### src/hw/rtl/bsa_pkg.sv
// shared constants, types and helpers for the safety-checked resource allocator
// no dependencies; used by bsa_dpath, bsa_ctrl and the top level
`default_nettype none

package bsa_pkg;

    localparam int CUSTOMERS      = 5;
    localparam int RESOURCES      = 4;
    localparam int AMOUNT_BITS    = 8;

    localparam int CUST_BITS      = 3;
    localparam int CUST_IDX_BITS  = $clog2(CUSTOMERS);
    localparam int COUNT_BITS     = $clog2(CUSTOMERS + 1);
    localparam int WORK_BITS      = AMOUNT_BITS + $clog2(CUSTOMERS + 1);
    localparam int ORDER_IDX_BITS = 3;
    localparam int ORDER_BITS     = ORDER_IDX_BITS * CUSTOMERS;
    localparam int STATUS_BITS    = 3;

    localparam int CFG_BITS       = 32;
    localparam int CFG_IDX_BITS   = 3;
    localparam int CFG_INIT       = 0;
    localparam int CFG_MAX0       = 1;

    typedef logic [AMOUNT_BITS-1:0] t_amount;
    typedef logic [WORK_BITS-1:0]   t_work;

    typedef enum logic [STATUS_BITS-1:0] {
        ST_GRANTED      = 3'd0,
        ST_EXCEEDS_NEED = 3'd1,
        ST_NO_FREE      = 3'd2,
        ST_UNSAFE       = 3'd3,
        ST_RELEASED     = 3'd4,
        ST_RELEASE_BIG  = 3'd5
    } t_status;

    // controller to datapath
    typedef struct packed {
        logic load;
        logic alloc_add;
        logic alloc_sub;
        logic scan_init;
        logic scan_step;
    } t_cmd;

    // datapath to controller
    typedef struct packed {
        logic                  is_release;
        logic                  cust_ok;
        logic                  exceeds_need;
        logic                  exceeds_free;
        logic                  exceeds_alloc;
        logic                  scan_full;
        logic                  scan_dead;
        logic [ORDER_BITS-1:0] order;
    } t_sts;

    // a minus b, clamped at zero
    function automatic t_amount sat_sub(input t_work a, input t_work b);
        t_work diff;
        diff = a - b;
        return (a > b) ? t_amount'(diff) : '0;
    endfunction

endpackage

`default_nettype wire

### src/hw/rtl/bankers_safety_allocator.sv
// top level of the deadlock-avoiding allocator: controller plus datapath
// depends on bsa_pkg, bsa_ctrl and bsa_dpath
`default_nettype none

// usage
//   item channel: drive i_req_type, i_customer and i_amount_0..3 with i_start;
//   the beat is taken at a rising edge with i_start high and o_busy low.
//   o_busy rises the cycle after and stays high until the result shows.
//   result: o_done is high for exactly one cycle with o_status and o_safe_order;
//   the receiver has no way to hold it off, so it must sample it then.
//   o_safe_order carries the finishing order (3 bits per customer, first
//   lowest) on a grant and zero for any other status.
//   configuration: i_cfg_valid with i_cfg_index and i_cfg_data, o_cfg_ready
//   always high; index 0 is the total of each resource, 1..5 the maximum
//   demand of customers 0..4, higher indices are dropped. write only while idle.
// sequencing
//   release, refusals: finished in the check state, with no scan.
//   granted or unsafe request: the check, work and scan states follow in turn; the
//   scan tests one customer per cycle and restarts at customer 0 after each pick,
//   so it takes at most 25 steps. one item at a time; the next beat can be taken
//   in the cycle o_done is high.
// reset
//   synchronous, active low: allocations, totals, configuration and control registers clear to 0.

module bankers_safety_allocator (
    input  wire logic                                i_clk,
    input  wire logic                                i_rst_n,
    input  wire logic                                i_start,
    output logic                                     o_busy,
    input  wire logic                                i_req_type,
    input  wire logic [bsa_pkg::CUST_BITS-1:0]       i_customer,
    input  wire logic [bsa_pkg::AMOUNT_BITS-1:0]     i_amount_0,
    input  wire logic [bsa_pkg::AMOUNT_BITS-1:0]     i_amount_1,
    input  wire logic [bsa_pkg::AMOUNT_BITS-1:0]     i_amount_2,
    input  wire logic [bsa_pkg::AMOUNT_BITS-1:0]     i_amount_3,
    output logic                                     o_done,
    output logic [bsa_pkg::STATUS_BITS-1:0]          o_status,
    output logic [bsa_pkg::ORDER_BITS-1:0]           o_safe_order,
    input  wire logic                                i_cfg_valid,
    output logic                                     o_cfg_ready,
    input  wire logic [bsa_pkg::CFG_IDX_BITS-1:0]    i_cfg_index,
    input  wire logic [bsa_pkg::CFG_BITS-1:0]        i_cfg_data
);

    bsa_pkg::t_cmd cmd;
    bsa_pkg::t_sts sts;
    logic [bsa_pkg::RESOURCES-1:0][bsa_pkg::AMOUNT_BITS-1:0] amount;

    // resource 0 in the lowest slot
    assign amount      = {i_amount_3, i_amount_2, i_amount_1, i_amount_0};
    // register file takes a write in any cycle
    assign o_cfg_ready = 1'b1;

    bsa_ctrl u_ctrl (
        .i_clk        (i_clk),
        .i_rst_n      (i_rst_n),
        .i_start      (i_start),
        .i_sts        (sts),
        .o_cmd        (cmd),
        .o_busy       (o_busy),
        .o_done       (o_done),
        .o_status     (o_status),
        .o_safe_order (o_safe_order)
    );

    bsa_dpath u_dpath (
        .i_clk       (i_clk),
        .i_rst_n     (i_rst_n),
        .i_cfg_we    (i_cfg_valid),
        .i_cfg_index (i_cfg_index),
        .i_cfg_data  (i_cfg_data),
        .i_req_type  (i_req_type),
        .i_customer  (i_customer),
        .i_amount    (amount),
        .i_cmd       (cmd),
        .o_sts       (sts)
    );

endmodule

`default_nettype wire

### src/hw/rtl/bsa_dpath.sv
// datapath: configuration, allocation table, running totals and safety scan
// depends on bsa_pkg
`default_nettype none

module bsa_dpath (
    input  wire logic                                    i_clk,
    input  wire logic                                    i_rst_n,
    input  wire logic                                    i_cfg_we,
    input  wire logic [bsa_pkg::CFG_IDX_BITS-1:0]        i_cfg_index,
    input  wire logic [bsa_pkg::CFG_BITS-1:0]            i_cfg_data,
    input  wire logic                                    i_req_type,
    input  wire logic [bsa_pkg::CUST_BITS-1:0]           i_customer,
    input  wire logic [bsa_pkg::RESOURCES-1:0][bsa_pkg::AMOUNT_BITS-1:0] i_amount,
    input  wire bsa_pkg::t_cmd                           i_cmd,
    output bsa_pkg::t_sts                                o_sts
);

    localparam int C  = bsa_pkg::CUSTOMERS;
    localparam int R  = bsa_pkg::RESOURCES;
    localparam int AB = bsa_pkg::AMOUNT_BITS;

    logic [bsa_pkg::CFG_BITS-1:0]       r_init;
    logic [bsa_pkg::CFG_BITS-1:0]       r_max   [C];
    bsa_pkg::t_amount                   r_alloc [C][R];
    bsa_pkg::t_work                     r_total [R];

    logic                               r_kind;
    logic [bsa_pkg::CUST_BITS-1:0]      r_cust;
    bsa_pkg::t_amount                   r_amt   [R];

    bsa_pkg::t_work                     r_work  [R];
    logic [C-1:0]                       r_finished;
    logic [bsa_pkg::CUST_IDX_BITS-1:0]  r_scan_idx;
    logic [bsa_pkg::COUNT_BITS-1:0]     r_count;
    logic [bsa_pkg::ORDER_BITS-1:0]     r_order;

    logic [C-1:0]     cust_hit;
    logic [C-1:0]     scan_hit;
    bsa_pkg::t_amount cust_alloc [R];
    bsa_pkg::t_amount cust_max   [R];
    bsa_pkg::t_amount scan_alloc [R];
    bsa_pkg::t_amount scan_max   [R];
    bsa_pkg::t_amount free_amt   [R];
    logic             cust_ok;
    logic             exc_need;
    logic             exc_free;
    logic             exc_alloc;
    logic             fits;

    // customer select by one-hot match, so an out-of-range index reads zero
    always_comb begin
        for (int c = 0; c < C; c++) begin
            cust_hit[c] = (r_cust == bsa_pkg::CUST_BITS'(c));
            scan_hit[c] = (r_scan_idx == bsa_pkg::CUST_IDX_BITS'(c));
        end
        for (int r = 0; r < R; r++) begin
            cust_alloc[r] = '0;
            cust_max[r]   = '0;
            scan_alloc[r] = '0;
            scan_max[r]   = '0;
            for (int c = 0; c < C; c++) begin
                cust_alloc[r] |= cust_hit[c] ? r_alloc[c][r] : '0;
                cust_max[r]   |= cust_hit[c] ? r_max[c][r*AB +: AB] : '0;
                scan_alloc[r] |= scan_hit[c] ? r_alloc[c][r] : '0;
                scan_max[r]   |= scan_hit[c] ? r_max[c][r*AB +: AB] : '0;
            end
        end
    end

    always_comb begin
        cust_ok   = (r_cust < bsa_pkg::CUST_BITS'(C));
        exc_need  = 1'b0;
        exc_free  = 1'b0;
        exc_alloc = 1'b0;
        fits      = ~|(r_finished & scan_hit);
        for (int r = 0; r < R; r++) begin
            free_amt[r] = bsa_pkg::sat_sub(bsa_pkg::t_work'(r_init[r*AB +: AB]), r_total[r]);
            if (r_amt[r] > bsa_pkg::sat_sub(bsa_pkg::t_work'(cust_max[r]),
                                            bsa_pkg::t_work'(cust_alloc[r])))
                exc_need = 1'b1;
            if (r_amt[r] > free_amt[r])
                exc_free = 1'b1;
            if (r_amt[r] > cust_alloc[r])
                exc_alloc = 1'b1;
            if (bsa_pkg::t_work'(bsa_pkg::sat_sub(bsa_pkg::t_work'(scan_max[r]),
                                 bsa_pkg::t_work'(scan_alloc[r]))) > r_work[r])
                fits = 1'b0;
        end
    end

    assign o_sts.is_release    = r_kind;
    assign o_sts.cust_ok       = cust_ok;
    assign o_sts.exceeds_need  = exc_need;
    assign o_sts.exceeds_free  = exc_free;
    assign o_sts.exceeds_alloc = exc_alloc;
    assign o_sts.scan_full     = (r_count == bsa_pkg::COUNT_BITS'(C));
    assign o_sts.scan_dead     = (r_scan_idx == bsa_pkg::CUST_IDX_BITS'(C - 1)) && !fits;
    assign o_sts.order         = r_order;

    // configuration, allocation table and scan bookkeeping
    always_ff @(posedge i_clk) begin
        if (!i_rst_n) begin
            r_init     <= '0;
            r_finished <= '0;
            r_scan_idx <= '0;
            r_count    <= '0;
            for (int c = 0; c < C; c++) begin
                r_max[c] <= '0;
                for (int r = 0; r < R; r++)
                    r_alloc[c][r] <= '0;
            end
            for (int r = 0; r < R; r++)
                r_total[r] <= '0;
        end else begin
            if (i_cfg_we) begin
                if (i_cfg_index == bsa_pkg::CFG_IDX_BITS'(bsa_pkg::CFG_INIT))
                    r_init <= i_cfg_data;
                for (int c = 0; c < C; c++)
                    if (i_cfg_index == bsa_pkg::CFG_IDX_BITS'(bsa_pkg::CFG_MAX0 + c))
                        r_max[c] <= i_cfg_data;
            end
            if (i_cmd.alloc_add || i_cmd.alloc_sub) begin
                for (int r = 0; r < R; r++) begin
                    for (int c = 0; c < C; c++)
                        if (cust_hit[c])
                            r_alloc[c][r] <= i_cmd.alloc_add ? r_alloc[c][r] + r_amt[r]
                                                             : r_alloc[c][r] - r_amt[r];
                    r_total[r] <= i_cmd.alloc_add
                                  ? r_total[r] + bsa_pkg::t_work'(r_amt[r])
                                  : r_total[r] - bsa_pkg::t_work'(r_amt[r]);
                end
            end
            if (i_cmd.scan_init) begin
                r_finished <= '0;
                r_scan_idx <= '0;
                r_count    <= '0;
            end else if (i_cmd.scan_step) begin
                if (fits) begin
                    r_finished <= r_finished | scan_hit;
                    r_count    <= r_count + 1'b1;
                    r_scan_idx <= '0;
                end else begin
                    r_scan_idx <= r_scan_idx + 1'b1;
                end
            end
        end
    end

    // latched item, work vector and finishing order
    always_ff @(posedge i_clk) begin
        if (i_cmd.load) begin
            r_kind <= i_req_type;
            r_cust <= i_customer;
            for (int r = 0; r < R; r++)
                r_amt[r] <= i_amount[r];
        end
        if (i_cmd.scan_init) begin
            r_order <= '0;
            for (int r = 0; r < R; r++)
                r_work[r] <= bsa_pkg::t_work'(free_amt[r]);
        end else if (i_cmd.scan_step && fits) begin
            for (int r = 0; r < R; r++)
                r_work[r] <= r_work[r] + bsa_pkg::t_work'(scan_alloc[r]);
            for (int k = 0; k < C; k++)
                if (r_count == bsa_pkg::COUNT_BITS'(k))
                    r_order[k*bsa_pkg::ORDER_IDX_BITS +: bsa_pkg::ORDER_IDX_BITS] <=
                        bsa_pkg::ORDER_IDX_BITS'(r_scan_idx);
        end
    end

endmodule

`default_nettype wire

### src/hw/rtl/bsa_ctrl.sv
// controller: sequences check, tentative grant, safety scan and rollback
// depends on bsa_pkg
`default_nettype none

module bsa_ctrl (
    input  wire logic                             i_clk,
    input  wire logic                             i_rst_n,
    input  wire logic                             i_start,
    input  wire bsa_pkg::t_sts                    i_sts,
    output bsa_pkg::t_cmd                         o_cmd,
    output logic                                  o_busy,
    output logic                                  o_done,
    output logic [bsa_pkg::STATUS_BITS-1:0]       o_status,
    output logic [bsa_pkg::ORDER_BITS-1:0]        o_safe_order
);

    typedef enum logic [1:0] {
        S_IDLE,
        S_CHECK,
        S_WORK,
        S_SCAN
    } t_state;

    t_state                          r_state;
    logic                            r_busy;
    logic                            r_done;
    bsa_pkg::t_status                r_status;
    logic [bsa_pkg::ORDER_BITS-1:0]  r_order;

    always_comb begin
        o_cmd = '0;
        unique case (r_state)
            S_IDLE:  o_cmd.load = i_start;
            S_CHECK: begin
                if (i_sts.is_release)
                    o_cmd.alloc_sub = i_sts.cust_ok && !i_sts.exceeds_alloc;
                else
                    o_cmd.alloc_add = i_sts.cust_ok && !i_sts.exceeds_need
                                      && !i_sts.exceeds_free;
            end
            S_WORK:  o_cmd.scan_init = 1'b1;
            S_SCAN: begin
                if (!i_sts.scan_full) begin
                    if (i_sts.scan_dead)
                        o_cmd.alloc_sub = 1'b1;   // roll the grant back
                    else
                        o_cmd.scan_step = 1'b1;
                end
            end
            default: o_cmd = '0;
        endcase
    end

    always_ff @(posedge i_clk) begin
        if (!i_rst_n) begin
            r_state  <= S_IDLE;
            r_busy   <= 1'b0;
            r_done   <= 1'b0;
            r_status <= bsa_pkg::ST_GRANTED;
            r_order  <= '0;
        end else begin
            r_done <= 1'b0;
            unique case (r_state)
                S_IDLE: begin
                    if (i_start) begin
                        r_busy  <= 1'b1;
                        r_state <= S_CHECK;
                    end
                end
                S_CHECK: begin
                    r_order <= '0;
                    if (i_sts.is_release) begin
                        r_busy  <= 1'b0;
                        r_done  <= 1'b1;
                        r_state <= S_IDLE;
                        r_status <= (!i_sts.cust_ok || i_sts.exceeds_alloc)
                                    ? bsa_pkg::ST_RELEASE_BIG : bsa_pkg::ST_RELEASED;
                    end else if (!i_sts.cust_ok || i_sts.exceeds_need) begin
                        r_busy   <= 1'b0;
                        r_done   <= 1'b1;
                        r_state  <= S_IDLE;
                        r_status <= bsa_pkg::ST_EXCEEDS_NEED;
                    end else if (i_sts.exceeds_free) begin
                        r_busy   <= 1'b0;
                        r_done   <= 1'b1;
                        r_state  <= S_IDLE;
                        r_status <= bsa_pkg::ST_NO_FREE;
                    end else begin
                        r_state <= S_WORK;
                    end
                end
                S_WORK: r_state <= S_SCAN;
                S_SCAN: begin
                    if (i_sts.scan_full) begin
                        r_busy   <= 1'b0;
                        r_done   <= 1'b1;
                        r_state  <= S_IDLE;
                        r_status <= bsa_pkg::ST_GRANTED;
                        r_order  <= i_sts.order;
                    end else if (i_sts.scan_dead) begin
                        r_busy   <= 1'b0;
                        r_done   <= 1'b1;
                        r_state  <= S_IDLE;
                        r_status <= bsa_pkg::ST_UNSAFE;
                        r_order  <= '0;
                    end
                end
                default: r_state <= S_IDLE;
            endcase
        end
    end

    assign o_busy       = r_busy;
    assign o_done       = r_done;
    assign o_status     = r_status;
    assign o_safe_order = r_order;

endmodule

`default_nettype wire

### config.mk
export PLATFORM = sky130hd
export DESIGN_NAME = bankers_safety_allocator
export DESIGN_NICKNAME = d
export VERILOG_FILES = /design/src/hw/rtl/bsa_pkg.sv /design/src/hw/rtl/bankers_safety_allocator.sv /design/src/hw/rtl/bsa_dpath.sv /design/src/hw/rtl/bsa_ctrl.sv
export SDC_FILE = /design/constraint.sdc
export NUM_CORES = 2
export LEC_CHECK = 0
export ABC_AREA = 0
export BUFFER_PORTS_ARGS = -buffer_cell sky130_fd_sc_hd__buf_2
export CORE_AREA = 5 5 317 319
export CTS_CLUSTER_DIAMETER = 40
export DETAILED_ROUTE_END_ITERATION = 16
export DIE_AREA = 0 0 322 324
export PLACE_DENSITY_LB_ADDON = 0.12
export SLEW_MARGIN = 20
export SYNTH_ARGS = -nofsm -noshare
export SYNTH_HDL_FRONTEND = slang
export SYNTH_SLANG_ARGS = --single-unit
### constraint.sdc
create_clock -name i_clk -period 20.5 [get_ports i_clk]
set_clock_uncertainty 0.2 [all_clocks]
set_input_delay 1.025 -clock i_clk [delete_from_list [all_inputs] [get_ports i_clk]]
set_output_delay 1.025 -clock i_clk [all_outputs]
set_load 0.02 [all_outputs]
==> flow_metrics.env <==
export IMPL_coreArea_sq_mm=0.0976
export IMPL_synth_enable_flop_cells=444
export IMPL_crit_type="register to register"
export IMPL_stdcell_area_sq_mm=0.0448
export IMPL_initial_utilization=0.396
export IMPL_dieWidth_um=322
export IMPL_critical_path_slowest_cell="nand2b_4"
export IMPL_crit_path_start="u_dpath.r_scan_idx[0]"
export IMPL_crit_path_max_incr_delay_ns=0.87
export IMPL_r2r_cells=28
export IMPL_hold_viol=0
export IMPL_finalNonFillerCells=5264
export IMPL_worst_endpoint_arrival_ns=11.46
export IMPL_max_cap_viol_count=0
export IMPL_max_slew_margin=0.216
export IMPL_drt_pre_antenna_iters=9
export IMPL_vias=30459
export IMPL_critPathMaxFanout=55
export IMPL_detail_route_vias_per_cell=5.79
export IMPL_die_h_um=324
export IMPL_ys_warnings_count=0
export IMPL_grt_util_all_layers=0.251
export IMPL_power_density_mw_per_mm2=91.0
export IMPL_layout_drive_gt1_share=0.137
export IMPL_postCtsHoldBufs=0
export IMPL_clock_fmax_mhz=88.5
export IMPL_post_synth_design_cell_area_sq_mm=0.0387
export IMPL_crit_top_cell="buf_4"
export IMPL_first_global_vias=29827
export IMPL_cts_sink_count=524
export IMPL_worstMarginPinSlew_ns=1.16
export IMPL_setup_repair_after_global_routing_missed_its_margin="false"
export IMPL_top_level_ports=96
export IMPL_ys_seq_area_frac=0.386
export IMPL_power_ir_vdd_worst_mv=0.0745
export IMPL_critical_path_startpoint_type="register"
export IMPL_die_area_sq_mm=0.104
export IMPL_dr_first_iter_drc_count=3054
export IMPL_post_layout_min_period_ns=11.30
export IMPL_async_reset_ff_frac=0
export IMPL_r2r_end="u_dpath.r_alloc[0][69]"
export IMPL_syn_instance_count=3767
export IMPL_postSynthNetCount=4328
export IMPL_drc_errors=0
export IMPL_fp_row_count=115
export IMPL_min_path_type="register to register"
export IMPL_worst_ep_required_time_ns=20.67
export IMPL_place_inst=5052
export IMPL_maxSlewViolCount=0
export IMPL_cts_buffers_inserted=110
export IMPL_rrSetupSlack_ns=9.20
export IMPL_detail_route_wirelength_um=134000
export IMPL_numPortBuffers=94
export IMPL_dp_hpwl_um=94500
export IMPL_ctsResizeCount=0
export IMPL_rr_startpoint="u_dpath.r_scan_idx[0]"
export IMPL_clkSlewWorstSetupHoldPaths_ns=0.05
export IMPL_post_route_period_util=0.551
export IMPL_critical_path_endpoint_type="register"
export IMPL_overflow=0
export IMPL_synth_lib_cells_used_distinct=78
export IMPL_final_setup_violation_count=0
export IMPL_clockBufferDepth=3
export IMPL_run_status="completed"
export IMPL_setup_tns_final_ns=0
export IMPL_count_of_h_tree_levels_built_during_cts=3
export IMPL_detailed_place_area_sq_mm=0.0407
export IMPL_grt_start_max_net_pins=62
export IMPL_antenna_violating_nets_post_route=0
export IMPL_drt_wirelength_per_cell_um=25.5
export IMPL_power_leakage_nw=18.2
export IMPL_tritoncts="yes"
export IMPL_area_growth_synth_to_finish_pct=15.9
export IMPL_global_placer_s_final_weighted_congestion=0.864
export IMPL_syn_avg_cell_area_sq_um=10.3
export IMPL_cp_endpoint="u_dpath.r_alloc[0][69]"
export IMPL_postSynthRegisterBits=524
export IMPL_cts_setup_buffers=0
export IMPL_grt_pass1_wl_um=197000
export IMPL_ys_dominant_reg_cell="edfxtp_1"
export IMPL_final_nets=4438
export IMPL_cts_root_buf="clkbuf_16"
export IMPL_antenna_found_initial=1
export IMPL_clock_latency_ns=0.70
==> critical path: cells and delay by family (launching register included) <==
kind / cells / cell delay, ns
AO/OA/AOI/OAI: 13 / 4.37
buffers and inverters: 6 / 2.96
AND/OR/NAND/NOR: 6 / 1.89
adder cells (fa/ha/maj): 3 / 1.03
flip-flops: 1 / 0.37
==> how the worst min path moves through the flow <==
stage / start / endpoint / cells after the start
4_1_cts: u_dpath.r_init[0] / u_dpath.r_init[0] / 2
3_3_place_gp: u_dpath.r_init[24] / u_dpath.r_init[24] / 2
3_5_place_dp: u_dpath.r_init[0] / u_dpath.r_init[0] / 2
5_1_grt: u_dpath.r_init[0] / u_dpath.r_init[0] / 2
6_report: u_dpath.r_init[24] / u_dpath.r_init[24] / 2
2_1_floorplan: u_dpath.r_finished[3] / u_dpath.r_finished[3] / 2
==> report_power, final <==
group	switching [mW]	leakage (nW)	internal (mW)
registers	0.0617	5.06	1.22
logic	0.510	11.2	0.349
clock network	0.671	1.96	1.26
total	1.24	18.2	2.83
==> final cells by class <==
type	count	area, sq um
clock buffer	121	2930
antenna	2	5.00
inverter	196	736
sequential	524	14900
multi-input combinational	2886	22500
clock inverter	89	1110
timing repair buffer	159	958
fill	9177	52800
tap	1287	1610
==> registers in the layout, summed over array words and instances, names as in the netlist, named ones only <==
register	cells
u_dpath.r_order	15
u_dpath.r_max	160
u_ctrl.r_state	1
u_dpath.r_amt	32
u_ctrl.o_busy	1
u_dpath.r_count	3
u_dpath.r_init	32
u_dpath.r_work	44
u_ctrl.o_done	1
u_ctrl.o_safe_order	15
u_dpath.r_kind	1
u_dpath.r_total	44
u_dpath.r_alloc	160
u_dpath.r_scan_idx	3
u_ctrl.o_status	3
u_dpath.r_cust	3
u_dpath.r_finished	5
==> synthesized netlist by cell type, types with 9 or more instances <==
master	instances	area, sq um
xor2_1	85	744
nor3b_1	9	67.6
o22a_1	28	245
nand3_1	88	440
o21bai_1	18	135
xnor3_1	15	338
o22ai_1	30	188
o211ai_1	33	248
mux2_2	25	282
nand2b_1	50	313
a21o_1	136	1020
o21ai_0	196	981
a211oi_1	12	90.1
nand2_1	298	1120
dfxtp_1	80	1600
xnor2_1	178	1560
fa_1	40	801
and3_1	41	257
edfxtp_1	444	13300
o21a_1	18	135
inv_1	195	732
a22oi_1	112	841
nor2_1	173	649
nor4b_1	23	201
a222oi_1	53	531
ha_1	446	5580
nor3_2	89	891
buf_1	21	78.8
a22o_1	15	131
nor3_1	78	390
mux2i_1	80	801
and2_1	43	269
clkbuf_1	116	435
nand4_1	43	269
or2_2	12	75.1
a21oi_1	259	1300
nor2b_1	63	394
o31ai_1	12	90.1
buf_6	10	113
mux4_2	12	270
==> per-stage QoR <==
stage | utilization | hold WS, ns | setup slack, ns | power, mW
4_1_cts | 0.459 | 0.255 | 9.20 | 4.10
6_report | 0.459 | 0.256 | 9.20 | 4.08
3_3_place_gp | 0.418 | 0.245 | 9.35 | 2.15
3_5_place_dp | 0.418 | 0.248 | 9.27 | 2.15
2_1_floorplan | - | 0.236 | 11.42 | 1.90
5_1_grt | 0.459 | 0.269 | 8.52 | 4.26
==> placed cells by master (no fill, tap or decap), types with 25 or more instances in the layout <==
| master | instances |
|---|---|
| edfxtp_1 | 444 |
| o22ai_1 | 30 |
| nand4_1 | 43 |
| inv_1 | 195 |
| xor2_1 | 85 |
| o211ai_1 | 33 |
| and2_1 | 41 |
| o21ai_0 | 185 |
| xnor2_1 | 178 |
| nand2b_1 | 47 |
| a222oi_1 | 53 |
| and3_1 | 41 |
| nor2_1 | 170 |
| dfxtp_1 | 79 |
| mux2i_1 | 80 |
| o22a_1 | 28 |
| nor3_2 | 89 |
| buf_4 | 65 |
| mux2_2 | 25 |
| clkbuf_16 | 115 |
| nor2b_1 | 58 |
| buf_2 | 94 |
| fa_1 | 40 |
| nor3_1 | 77 |
| a21oi_1 | 259 |
| ha_1 | 443 |
| a21o_1 | 136 |
| a22oi_1 | 112 |
| nand3_1 | 88 |
| nand2_1 | 292 |
==> metal layers <==
layer | up-vias | GRT usage | wire [um]
li1 | 14368 | - | -
met1 | 14790 | 0.344 | 59300
met2 | 1054 | 0.411 | 61800
met3 | 247 | 0.0361 | 8140
met4 | 0 | 0.0834 | 4740
met5 | - | 0 | 0
==> cells by family after synthesis <==
kind of cell,count (synthesis),synth area share
AND/OR/NAND/NOR,1036,0.143
buffers and inverters,357,0.0378
multiplexers,117,0.0350
other,1,0.0000970
AO/OA/AOI/OAI,964,0.164
XOR/XNOR,278,0.0683
flip-flops,524,0.386
adder cells (fa/ha/maj),490,0.166
No activity file was read; power rests on OpenSTA's default activity.
